### config.mk
export PLATFORM = sky130hd
export DESIGN_NAME = snowv_control
export DESIGN_NICKNAME = d
export VERILOG_FILES = /design/src/sv/snowv_pkg.sv /design/src/sv/snowv_control.sv
export SDC_FILE = /design/constraint.sdc
export NUM_CORES = 1
export LEC_CHECK = 0
export BUFFER_PORTS_ARGS = -buffer_cell sky130_fd_sc_hd__buf_2
export CAP_MARGIN = 15
export CORE_MARGIN = 8
export CORE_UTILIZATION = 35
export CTS_CLUSTER_DIAMETER = 150
export DETAILED_ROUTE_END_ITERATION = 8
export PLACE_DENSITY = 0.66
export SETUP_SLACK_MARGIN = 0.2
export SLEW_MARGIN = 20
export SYNTH_ARGS = -nofsm -noshare
export SYNTH_HDL_FRONTEND = slang
export SYNTH_SLANG_ARGS = --single-unit
### constraint.sdc
create_clock -name clock -period 2.13 [get_ports clock]
set_clock_uncertainty 0.1 [all_clocks]
set_input_delay 0.1065 -clock clock [delete_from_list [all_inputs] [get_ports clock]]
set_output_delay 0.1065 -clock clock [all_outputs]
set_load 0.1 [all_outputs]
### src/sv/snowv_pkg.sv
// ----------------------------------------------------------------------------
// snowv_pkg
// shared types, constants and round functions of the snow-v keystream block
// ----------------------------------------------------------------------------
package snowv_pkg;

   localparam int NumRegs = 6;
   localparam int AddrWidth = 6;
   localparam int InitRounds = 16;
   localparam int RoundWidth = 4;

   typedef enum logic [2:0] {
      REG_KEY0 = 3'd0,
      REG_KEY1 = 3'd1,
      REG_KEY2 = 3'd2,
      REG_KEY3 = 3'd3,
      REG_IV0  = 3'd4,
      REG_IV1  = 3'd5
   } reg_index_type;

   typedef enum logic [0:0] {
      KIND_INIT = 1'b0,
      KIND_DATA = 1'b1
   } kind_type;

   // controller to datapath
   typedef struct packed {
      logic load;       // load lfsrs from key and iv, clear fsm
      logic step;       // advance cipher one word
      logic fold;       // init round: fold keystream into lfsr a
      logic key_lo;     // xor key low half into r1
      logic key_hi;     // xor key high half into r1
      logic capture;    // register output word
   } dp_cmd_type;

   typedef logic [15:0] cell_type;

   localparam logic [7:0] SBOX [256] = '{
      8'h63,8'h7C,8'h77,8'h7B,8'hF2,8'h6B,8'h6F,8'hC5,8'h30,8'h01,8'h67,8'h2B,8'hFE,8'hD7,8'hAB,8'h76,
      8'hCA,8'h82,8'hC9,8'h7D,8'hFA,8'h59,8'h47,8'hF0,8'hAD,8'hD4,8'hA2,8'hAF,8'h9C,8'hA4,8'h72,8'hC0,
      8'hB7,8'hFD,8'h93,8'h26,8'h36,8'h3F,8'hF7,8'hCC,8'h34,8'hA5,8'hE5,8'hF1,8'h71,8'hD8,8'h31,8'h15,
      8'h04,8'hC7,8'h23,8'hC3,8'h18,8'h96,8'h05,8'h9A,8'h07,8'h12,8'h80,8'hE2,8'hEB,8'h27,8'hB2,8'h75,
      8'h09,8'h83,8'h2C,8'h1A,8'h1B,8'h6E,8'h5A,8'hA0,8'h52,8'h3B,8'hD6,8'hB3,8'h29,8'hE3,8'h2F,8'h84,
      8'h53,8'hD1,8'h00,8'hED,8'h20,8'hFC,8'hB1,8'h5B,8'h6A,8'hCB,8'hBE,8'h39,8'h4A,8'h4C,8'h58,8'hCF,
      8'hD0,8'hEF,8'hAA,8'hFB,8'h43,8'h4D,8'h33,8'h85,8'h45,8'hF9,8'h02,8'h7F,8'h50,8'h3C,8'h9F,8'hA8,
      8'h51,8'hA3,8'h40,8'h8F,8'h92,8'h9D,8'h38,8'hF5,8'hBC,8'hB6,8'hDA,8'h21,8'h10,8'hFF,8'hF3,8'hD2,
      8'hCD,8'h0C,8'h13,8'hEC,8'h5F,8'h97,8'h44,8'h17,8'hC4,8'hA7,8'h7E,8'h3D,8'h64,8'h5D,8'h19,8'h73,
      8'h60,8'h81,8'h4F,8'hDC,8'h22,8'h2A,8'h90,8'h88,8'h46,8'hEE,8'hB8,8'h14,8'hDE,8'h5E,8'h0B,8'hDB,
      8'hE0,8'h32,8'h3A,8'h0A,8'h49,8'h06,8'h24,8'h5C,8'hC2,8'hD3,8'hAC,8'h62,8'h91,8'h95,8'hE4,8'h79,
      8'hE7,8'hC8,8'h37,8'h6D,8'h8D,8'hD5,8'h4E,8'hA9,8'h6C,8'h56,8'hF4,8'hEA,8'h65,8'h7A,8'hAE,8'h08,
      8'hBA,8'h78,8'h25,8'h2E,8'h1C,8'hA6,8'hB4,8'hC6,8'hE8,8'hDD,8'h74,8'h1F,8'h4B,8'hBD,8'h8B,8'h8A,
      8'h70,8'h3E,8'hB5,8'h66,8'h48,8'h03,8'hF6,8'h0E,8'h61,8'h35,8'h57,8'hB9,8'h86,8'hC1,8'h1D,8'h9E,
      8'hE1,8'hF8,8'h98,8'h11,8'h69,8'hD9,8'h8E,8'h94,8'h9B,8'h1E,8'h87,8'hE9,8'hCE,8'h55,8'h28,8'hDF,
      8'h8C,8'hA1,8'h89,8'h0D,8'hBF,8'hE6,8'h42,8'h68,8'h41,8'h99,8'h2D,8'h0F,8'hB0,8'h54,8'hBB,8'h16};

   function automatic logic [127:0] aes_round(input logic [127:0] src);
      logic [7:0]   sb [16];
      logic [31:0]  col;
      logic [31:0]  mix;
      logic [127:0] res;
      for (int b = 0; b < 16; b++) begin
         sb[b] = SBOX[src[8*b +: 8]];
      end
      for (int p = 0; p < 4; p++) begin
         col = {sb[4*p], sb[(4*p+15) & 15], sb[(4*p+10) & 15], sb[(4*p+5) & 15]};
         mix = {col[15:0], col[31:16]} ^ ((col << 1) & 32'hfefefefe)
               ^ (((col >> 7) & 32'h01010101) * 32'h1b);
         res[32*p +: 32] = col ^ mix ^ {mix[23:0], mix[31:24]};
      end
      return res;
   endfunction

   function automatic cell_type times_x(input cell_type a, input cell_type poly);
      return a[15] ? ({a[14:0], 1'b0} ^ poly) : {a[14:0], 1'b0};
   endfunction

   function automatic cell_type times_xinv(input cell_type a, input cell_type poly);
      return a[0] ? ({1'b0, a[15:1]} ^ poly) : {1'b0, a[15:1]};
   endfunction

endpackage

### src/sv/snowv_control.sv
// ----------------------------------------------------------------------------
// snowv_control
// handshake and sequencing of init rounds and data words
// ----------------------------------------------------------------------------
module snowv_control (
   input  logic                  clock,
   input  logic                  reset,
   input  logic                  req_valid,
   output logic                  req_ready,
   input  logic                  req_kind,
   output logic                  rsp_valid,
   input  logic                  rsp_ready,
   output snowv_pkg::dp_cmd_type cmd
);

   typedef enum logic [2:0] {
      ST_IDLE = 3'b001,
      ST_INIT = 3'b010,
      ST_OUT  = 3'b100
   } state_type;

   state_type state_ff, state_in;
   logic [snowv_pkg::RoundWidth-1:0] round_ff, round_in;
   logic accept;

   assign req_ready = (state_ff == ST_IDLE);
   assign rsp_valid = (state_ff == ST_OUT);
   assign accept = req_valid && req_ready;

   always_comb begin
      state_in = state_ff;
      round_in = round_ff;
      cmd = '0;
      unique case (state_ff)
         ST_IDLE: begin
            if (accept) begin
               if (req_kind == snowv_pkg::KIND_INIT) begin
                  cmd.load = 1'b1;
                  round_in = '0;
                  state_in = ST_INIT;
               end else begin
                  cmd.step = 1'b1;
                  cmd.capture = 1'b1;
                  state_in = ST_OUT;
               end
            end
         end
         ST_INIT: begin
            cmd.step = 1'b1;
            cmd.fold = 1'b1;
            cmd.key_lo = (round_ff == snowv_pkg::RoundWidth'(14));
            cmd.key_hi = (round_ff == snowv_pkg::RoundWidth'(15));
            round_in = round_ff + 1'b1;
            if (round_ff == snowv_pkg::RoundWidth'(snowv_pkg::InitRounds - 1)) begin
               state_in = ST_IDLE;
            end
         end
         ST_OUT: begin
            if (rsp_ready) state_in = ST_IDLE;
         end
         default: state_in = ST_IDLE;
      endcase
   end

   always_ff @(posedge clock) begin
      if (reset) begin
         state_ff <= ST_IDLE;
         round_ff <= '0;
      end else begin
         state_ff <= state_in;
         round_ff <= round_in;
      end
   end

endmodule

==> qor.txt, run 1 <==
Final Setup Violations: 0
Final Non-Filler Cells: 80
DRC: 0
H-tree depth: 1
CP Buf/Inv Count: 1
CTS Sinks: 7
Post-Syn Nets: 57
Clk root buf: clkbuf_4
Largest net degree at the start of global routing: 10
DR vias/cell: 5.34
Post-CTS Hold Buffers: 0
Cell row count: 13
Worst setup margin: 0.301 ns
I/O pin total: 13
CTS tree: built
Maximum vdd ir drop: 0.410 mV
Maxcap violations: 0
Slew HR: 67.6%
Sequential fraction of the synthesis area: 30.4%
Area leader, netlist: dfxtp_1
Post-DP Area: 581 µm²
Detailed Routing Iterations Pass 1: 4
Via count: 427
Die Width: 52.3 µm
GRT Total Usage: 8.26%
Crit path required time: 1.92 ns
P_leak: 0.000250 µW
Type of the worst setup path: reg -> out
Crit-path leading delay family: simple AND/OR/NAND/NOR gates
Core area: 1270 µm²
CP peak stage delay: 0.42 ns
Crit. End Element: output port
Arr. time, crit path: 1.62 ns
DPL Wire Length: 780 µm
Top cells by area, synth: dfxtp_1 30%, ha_1 5.4%, a211oi_1 4.9%
Total CTS buffers: 3
Vias in the first global route: 391
Endpoints failing hold: 0
Antenna violations before repair: 0
Most frequent cells in the layout: 8 x buf_2, 5 x clkbuf_4, 5 x dfxtp_1
Die area: 2730 µm²
Initial core utilization: 36.3%
Synth warnings: 0
Tcrit/Tclk final: 85.9%
RePlAce Congestion: 0.752
RSZ-0062 raised after global routing: false
DRT antenna net count: 0
Post-Route Setup TNS: 0 ns
GR Overflow Total: 0
Clk buf depth: 2
Pre-CTS WS: 0.430 ns
Worst Hold Class: in -> reg
Outcome: complete, no violations
Commonest non-fill, non-tap cell in the layout: buf_2
Final core utilization: 48.6%
Pwr Density: 655 nW/µm²
First-pass GRT wire length: 1710 µm
Synthesized area: 460 µm²
Resized Gates After CTS: 2
Fin crit period: 1.83 ns
Share of the synthesized area in the top cell type: 30.4%
Crit Path Max Fanout: 9
Unique masters post-synth: 29
Count of input and output buffers: 12
Final slew viol count: 0
Antenna cell count: 0
Cell count after placement: 76
Clk slew on worst S/H paths: 0.05 ns
Worst-path cell chain: nor3b_4 > and3_4 > or2_2 > buf_4
DRT iter0 DRCs: 8
Share of post-route cells with drive strength above 1: 47.7%
Flops & latches, synth: 7
Syn Area/Cell: 9.21 µm²
Least-Margin Pin Slew: 0.489 ns
Gate count of the mapped netlist: 50
Slowest CP cell: dfxtp_1
Startpoint types: register
Finished Cell Area: 617 µm²
Routed length per instance: 13.4 µm
Area delta synth->final: 34.0%
Final wirelength: 1080 µm
Die height: 52.3 µm
Postcts setup bufs: 0
Fill cell count: 130
Fmax: 547 MHz
Worst skew pair latency: 0.25 ns
Nets: 73
-- layout make-up --
cell class                      instances  area (µm²)  share of cell area, %
Inverter                                4        18.8                   3.04
Tap cell                               15        18.8                   3.04
Clock buffer                            4        26.3                   4.26
Sequential cell                         7         145                   23.5
Timing Repair Buffer                   13        77.6                   12.6
Multi-Input combinational cell         37         330                   53.5
-- layer usage --
metal,share of wire (%),vias up,global-route usage (%)
met3,6.1,2,5.11
met2,52,7,13.2
met1,41,202,9.29
li1,-,216,-
met4,0.56,0,1.29
met5,0,-,0
-- state kept, by name, summed over array words and instances (netlist names) --
name      flops
round_ff      4
state_ff      3
-- power by group --
part | leakage [µW] | switching (µW) | total (µW) | internal (µW)
clock | 0.0000150 | 46.9 | 118 | 71.3
combinational | 0.000178 | 96.4 | 134 | 37.2
sequential | 0.0000574 | 14.3 | 152 | 138
-- through the flow --
stage | power, µW | hold WS [ns]
final | 404 | 0.0268
after global routing | 424 | 0.0327
after CTS | 408 | 0.0206
after detailed placement | 285 | 0.286
after global placement | 286 | 0.286
after floorplan | 267 | 0.163
-- cell usage after synthesis --
| cell type | n |
|---|---|
| or4_4 | 1 |
| or2_2 | 1 |
| nand4bb_1 | 2 |
| a41oi_2 | 1 |
| nand2b_4 | 1 |
| a22oi_1 | 1 |
| nor3b_2 | 1 |
| nor4b_1 | 1 |
| buf_2 | 1 |
| a211oi_1 | 3 |
| nand3_1 | 4 |
| nor3b_4 | 1 |
| nor2b_1 | 1 |
| dfxtp_1 | 7 |
| inv_1 | 4 |
| a31oi_1 | 1 |
| and3_2 | 1 |
| a211o_1 | 1 |
| nor3_1 | 1 |
| buf_1 | 1 |
| nand3b_2 | 1 |
| nand4b_1 | 1 |
| ha_1 | 2 |
| a21oi_1 | 2 |
| nor2_1 | 3 |
| nor3b_1 | 1 |
| a31o_1 | 1 |
| and4_1 | 1 |
| nand2_1 | 3 |
-- cell families (layout without fill, tap and decap cells) --
family,Yosys count,count (layout),synth area share [%]
adder cells (fa/ha/maj),2,2,5.43
buffers and inverters,6,21,5.16
flip-flops,7,7,30.4
AO/OA/AOI/OAI,10,10,17.4
AND/OR/NAND/NOR,25,25,41.6
-- final timing paths --
path / from / to / slack (ns) / cells after the start
max: state_ff[2]$_SDFFE_PP0P_ / cmd[4] / 0.30 / 4
min: reset / state_ff[1]$_SDFFE_PP0P_ / 0.03 / 2
min reg2reg: round_ff[1]$_SDFFE_PP0P_ / round_ff[1]$_SDFFE_PP0P_ / 0.44 / 2
max reg2reg: state_ff[2]$_SDFFE_PP0P_ / state_ff[0]$_SDFFE_PP1P_ / 0.58 / 4
(Power assumes the default switching activity.)
==> run 2, diff against run 1 <==
- CORE_MARGIN: 8 -> unset
- RECOVER_POWER: unset -> 50
==> qor.txt, run 2 (synthesis results as in run 1) <==
Slew HR: 67.9% (+0.24 points)
Die area: 1460 µm² (-46%)
First-pass GRT wire length: 1570 µm (-8.1%)
Depth of the most critical reg-to-reg path: 4 (unchanged)
H-tree depth: 1 (unchanged)
Antenna violations before repair: 0 (unchanged)
Maximum vdd ir drop: 0.428 mV (+4.5%)
Most frequent cells in the layout: 8 x buf_2, 5 x clkbuf_4, 5 x dfxtp_1
Total CTS buffers: 3 (unchanged)
Crit path required time: 1.92 ns (about the same)
WHS Path Cells: 2 (unchanged)
Sequential cell area: 145 µm² (unchanged)
Regs by FF count: round_ff (4), state_ff (3)
Final slew viol count: 0 (unchanged)
Commonest non-fill, non-tap cell in the layout: buf_2
Via count: 426 (-0.23%)
Nets: 73 (unchanged)
Arr. time, crit path: 1.68 ns (+0.06 ns)
I/O pin total: 13 (unchanged)
Met3 usage: 10.5% (+5.4 points)
Die Width: 38.3 µm (-27%)
Fin crit period: 1.89 ns (+0.0587 ns)
RePlAce Congestion: 0.643 (-14%)
Biggest register: round_ff
Outcome: complete, no violations
Final wirelength: 1010 µm (-5.8%)
Detailed Routing Iterations Pass 1: 2 (-2)
Startpoint of the worst hold path: reset
Die height: 38.3 µm (-27%)
Final Setup Violations: 0 (unchanged)
Pwr Density: 688 nW/µm² (+5.2%)
GRT met1 Usage: 19.2% (+9.9 points)
Reg-to-reg endpoint: state_ff[0]$_SDFFE_PP1P_
Count of input and output buffers: 12 (unchanged)
Worst Hold Class: in -> reg
Crit. End Element: output port
Fmax: 530 MHz (-3.1%)
Fill cell count: 117 (-10%)
Number of flip-flops in the largest register: 4 (unchanged)
Global routing met2 resource utilization: 24.2% (+11 points)
R2R Setup Slk: 0.54 ns (-0.04 ns)
GR Overflow Total: 0 (unchanged)
RSZ-0062 raised after global routing: false
Type of the worst setup path: reg -> out
CTS Sinks: 7 (unchanged)
DPL Wire Length: 729 µm (-6.6%)
Cell row count: 12 (-1)
Antenna cell count: 0 (unchanged)
Clk root buf: clkbuf_4
Endpoints failing hold: 0 (unchanged)
Multi-input combinational cell area: 310 µm² (-6.1%)
R2R Path Start: state_ff[2]$_SDFFE_PP0P_
P_leak: 0.000234 µW (-6.5%)
Area delta synth->final: 29.3%
Pre-CTS WS: 0.425 ns (-0.00458 ns)
Worst setup margin: 0.243 ns (-0.0587 ns)
Largest net degree at the start of global routing: 10 (unchanged)
Share of post-route cells with drive strength above 1: 43.1% (-4.6 points)
CTS tree: built
DRT antenna net count: 0 (unchanged)
Vias in the first global route: 368 (-5.9%)
Worst skew pair latency: 0.26 ns (about the same)
Clk slew on worst S/H paths: 0.05 ns (about the same)
DRC: 0 (unchanged)
GRT Total Usage: 17.2% (+8.9 points)
Busiest grt layer: met2
Tcrit/Tclk final: 88.6% (+2.8 points)
Startpoint types: register
DR vias/cell: 5.39 (+1.0%)
Crit Path Max Fanout: 9 (unchanged)
Clk buf depth: 2 (unchanged)
Initial core utilization: 39.3% (+3.0 points)
Least-Margin Pin Slew: 0.485 ns (-0.00366 ns)
Maxcap violations: 0 (unchanged)
Core area: 1170 µm² (-7.7%)
Routed length per instance: 12.8 µm (-4.6%)
Hold EP: state_ff[1]$_SDFFE_PP0P_
Worst Setup SP: state_ff[2]$_SDFFE_PP0P_
DRT iter0 DRCs: 5 (-3)
Hold Slack: 0.00958 ns (-0.0172 ns)
run 2: cell types whose count changed in the layout (fill, tap and decap cells not counted):
| cell | delta |
|---|---|
| clkbuf_1 | +1 |
| a41oi_2 | -1 |
| a41oi_1 | +1 |
| nand3b_4 | -1 |
| buf_4 | -2 |
| nand3b_1 | +1 |
| buf_6 | +1 |
run 2: worst max-delay path by stage:
stage	endpoint	cells past startpoint
after floorplan	cmd[4]	4
after global placement	cmd[4]	4
after detailed placement	cmd[4]	4
after CTS	cmd[0]	3
after global routing	cmd[5]	4
final	cmd[5]	4
run 2: repair_timing:
item | 4_1_cts | 5_1_grt
setup buffers | 0 | 0
gates resized for setup | 2 | 3
endpoints found under the setup margin | 2 | 3
hold buffers | 0 | 0
pin swaps | 0 | 1
gates cloned | 0 | 0
run 2: power breakdown:
group	total, µW	internal (µW)	switching, µW
logic	130	36.5	93.8
clock network	128	72.0	56.4
registers	151	137	14.0
run 2: metrics by stage:
stage / instance area [µm²] / setup TNS [ns] / util, % / power (µW) / cells
after global placement: 579 / 0 / 49.5 / 284 / 75
after floorplan: 509 / -0.583 / - / 267 / 50
final: 596 / 0 / 50.9 / 410 / 79
after detailed placement: 579 / 0 / 49.5 / 285 / 75
after CTS: 611 / 0 / 52.1 / 419 / 79
after global routing: 596 / 0 / 50.9 / 434 / 79
run 2: layout make-up:
| class | count | share of cell area (%) |
|---|---|---|
| flip-flops and latches | 7 | 24.4 |
| inverters | 4 | 3.15 |
| clock buffers | 4 | 4.41 |
| repair buffers | 13 | 13.0 |
| multi-input cells | 37 | 52.1 |
| well taps | 14 | 2.94 |
run 2: routing by layer:
layer | up-vias | wire length (µm)
met4 | 0 | 0
li1 | 217 | -
met2 | 13 | 460
met1 | 196 | 493
met5 | - | 0
met3 | 0 | 59
run 2: critical path, cell delays in order (launching register included):
cell and delay (ns):
dfxtp_1 0.42, nor3b_4 0.34, nand3b_1 0.23, clkinvlp_4 0.11, clkbuf_4 0.32
==> run 3, diff against run 2 <==
- PLACE_DENSITY: 0.66 -> 0.6
==> qor.txt, run 3 (synthesis results as in run 1) <==
RePlAce Congestion: 0.746 (+16%)
Die height: 38.3 µm (unchanged)
Die Width: 38.3 µm (unchanged)
Vias in the first global route: 383 (+4.1%)
First-pass GRT wire length: 1740 µm (+10%)
DR WL met3: 44 µm (-25%)
Die area: 1460 µm² (unchanged)
Initial core utilization: 39.3% (unchanged)
Final slew viol count: 0 (unchanged)
WL met1: 571 µm (+16%)
Slew HR: 67.6% (-0.30 points)
Worst Hold Class: in -> reg
Startpoint types: register
Final wirelength: 1080 µm (+6.7%)
Post-DP Area: 579 µm² (unchanged)
Clk buf depth: 2 (unchanged)
Least-Margin Pin Slew: 0.490 ns (+0.00446 ns)
CTS Sinks: 7 (unchanged)
Slowest CP cell: dfxtp_1
Commonest non-fill, non-tap cell in the layout: buf_2
Top routing layer used: met4
Pwr Density: 682 nW/µm² (-0.92%)
DR vias/cell: 5.42 (+0.47%)
Worst setup margin: 0.220 ns (-0.0226 ns)
Area delta synth->final: 31.2%
Crit Path Max Fanout: 8 (-1)
Detailed Routing Iterations Pass 1: 4 (+2)
DRC: 0 (unchanged)
Maximum vdd ir drop: 0.298 mV (-30%)
Antenna cell count: 0 (unchanged)
CP peak stage delay: 0.52 ns (+0.10 ns)
I/O pin total: 13 (unchanged)
DPL Wire Length: 788 µm (+8.2%)
Maxcap violations: 0 (unchanged)
RSZ-0062 raised after global routing: false
Routed length per instance: 13.7 µm (+6.7%)
Share of post-route cells with drive strength above 1: 43.1% (unchanged)
DRT iter0 DRCs: 19 (+14)
Crit. End Element: output port
Arr. time, crit path: 1.70 ns (+0.02 ns)
Nets: 73 (unchanged)
Cell row count: 12 (unchanged)
Postcts setup bufs: 0 (unchanged)
Final Setup Violations: 0 (unchanged)
Worst Setup SP: state_ff[1]$_SDFFE_PP0P_
Total CTS buffers: 3 (unchanged)
Type of the worst setup path: reg -> out
Biggest register: round_ff
CP Buf/Inv Count: 1 (-1)
R2R Path Start: state_ff[2]$_SDFFE_PP0P_
H-tree depth: 1 (unchanged)
Pre-CTS WS: 0.417 ns (-0.00765 ns)
Clk root buf: clkbuf_4
Clk slew on worst S/H paths: 0.06 ns (about the same)
Startpoint of the worst hold path: reset
Endpoints failing hold: 0 (unchanged)
GR Overflow Total: 0 (unchanged)
GRT Total Usage: 18.3% (+1.1 points)
P_leak: 0.000238 µW (+1.8%)
Outcome: complete, no violations
Hold Slack: 0.0303 ns (+0.0207 ns)
Fin crit period: 1.91 ns (+0.0226 ns)
Post-CTS Hold Buffers: 0 (unchanged)
Fill cell count: 114 (-2.6%)
Fmax: 524 MHz (-1.2%)
Sequential cell area: 144 µm² (-0.86%)
Antenna violations before repair: 0 (unchanged)
Finished Cell Area: 604 µm² (+1.5%)
Regs by FF count: round_ff (4), state_ff (3)
DRT antenna net count: 0 (unchanged)
Multi-input combinational cell area: 320 µm² (+3.2%)
Most frequent cells in the layout: 8 x buf_2, 6 x dfxtp_1, 5 x clkbuf_4
Post-Route Setup TNS: 0 ns (unchanged)
Tcrit/Tclk final: 89.7% (+1.1 points)
Count of input and output buffers: 12 (unchanged)
Core area: 1170 µm² (unchanged)
Via count: 428 (+0.47%)
Number of flip-flops in the largest register: 4 (unchanged)
Final core utilization: 51.6% (+0.75 points)
Worst-path cell chain: nor3b_4 > and4_4 > buf_4
CTS tree: built
Met2 WL: 446 µm (-3.0%)
Crit path required time: 1.92 ns (about the same)
Worst skew pair latency: 0.25 ns (about the same)
Largest net degree at the start of global routing: 10 (unchanged)
Crit-path leading delay family: simple AND/OR/NAND/NOR gates
==> run 3: metal layers <==
metal	GRT usage, %	vias up
li1	-	217
met1	25.4	197
met2	22.0	12
met3	6.98	2
met4	13.4	0
met5	0	-
==> run 3: what timing repair did <==
| action | 4_1_cts | 5_1_grt |
|---|---|---|
| pin swaps | 0 | 1 |
| endpoints found under the setup margin | 2 | 3 |
| resized for setup | 2 | 3 |
==> run 3: power breakdown <==
part           internal (µW)  switching [µW]
Combinational           36.7            96.9
Sequential               137            13.5
Clock                   72.0            56.0
Total                    246             166
==> run 3: per-stage QoR <==
step                std cells  total power [µW]
floorplan                  50               267
global placement           75               286
detailed placement         75               285
CTS                        79               416
global route               79               433
finish                     79               412
==> run 3: worst reg2reg max path: cells and delay by family (launching register included) <==
family,cells,cell delay (ns)
buffers and inverters,1,0.19
and+or+nand+nor,1,0.27
AOI/OAI and AO/OA,2,0.35
DFF,1,0.57
==> run 3: path summary, 6_finish.rpt <==
| kind | to | slack, ns | depth (start not counted) |
|---|---|---|---|
| max reg2reg | state_ff[0]$_SDFFE_PP1P_ | 0.55 | 4 |
| max | cmd[2] | 0.22 | 3 |
| min | round_ff[3]$_SDFFE_PP0P_ | 0.03 | 2 |
| min reg2reg | round_ff[0]$_SDFFE_PP0P_ | 0.45 | 1 |
==> run 3: final cells by class <==
cell class,count,area share [%]
Clock buffer,4,4.35
Tap cell,14,2.90
Sequential cell,7,23.8
Inverter,4,3.11
Multi-Input combinational cell,37,53.0
Timing Repair Buffer,13,12.8
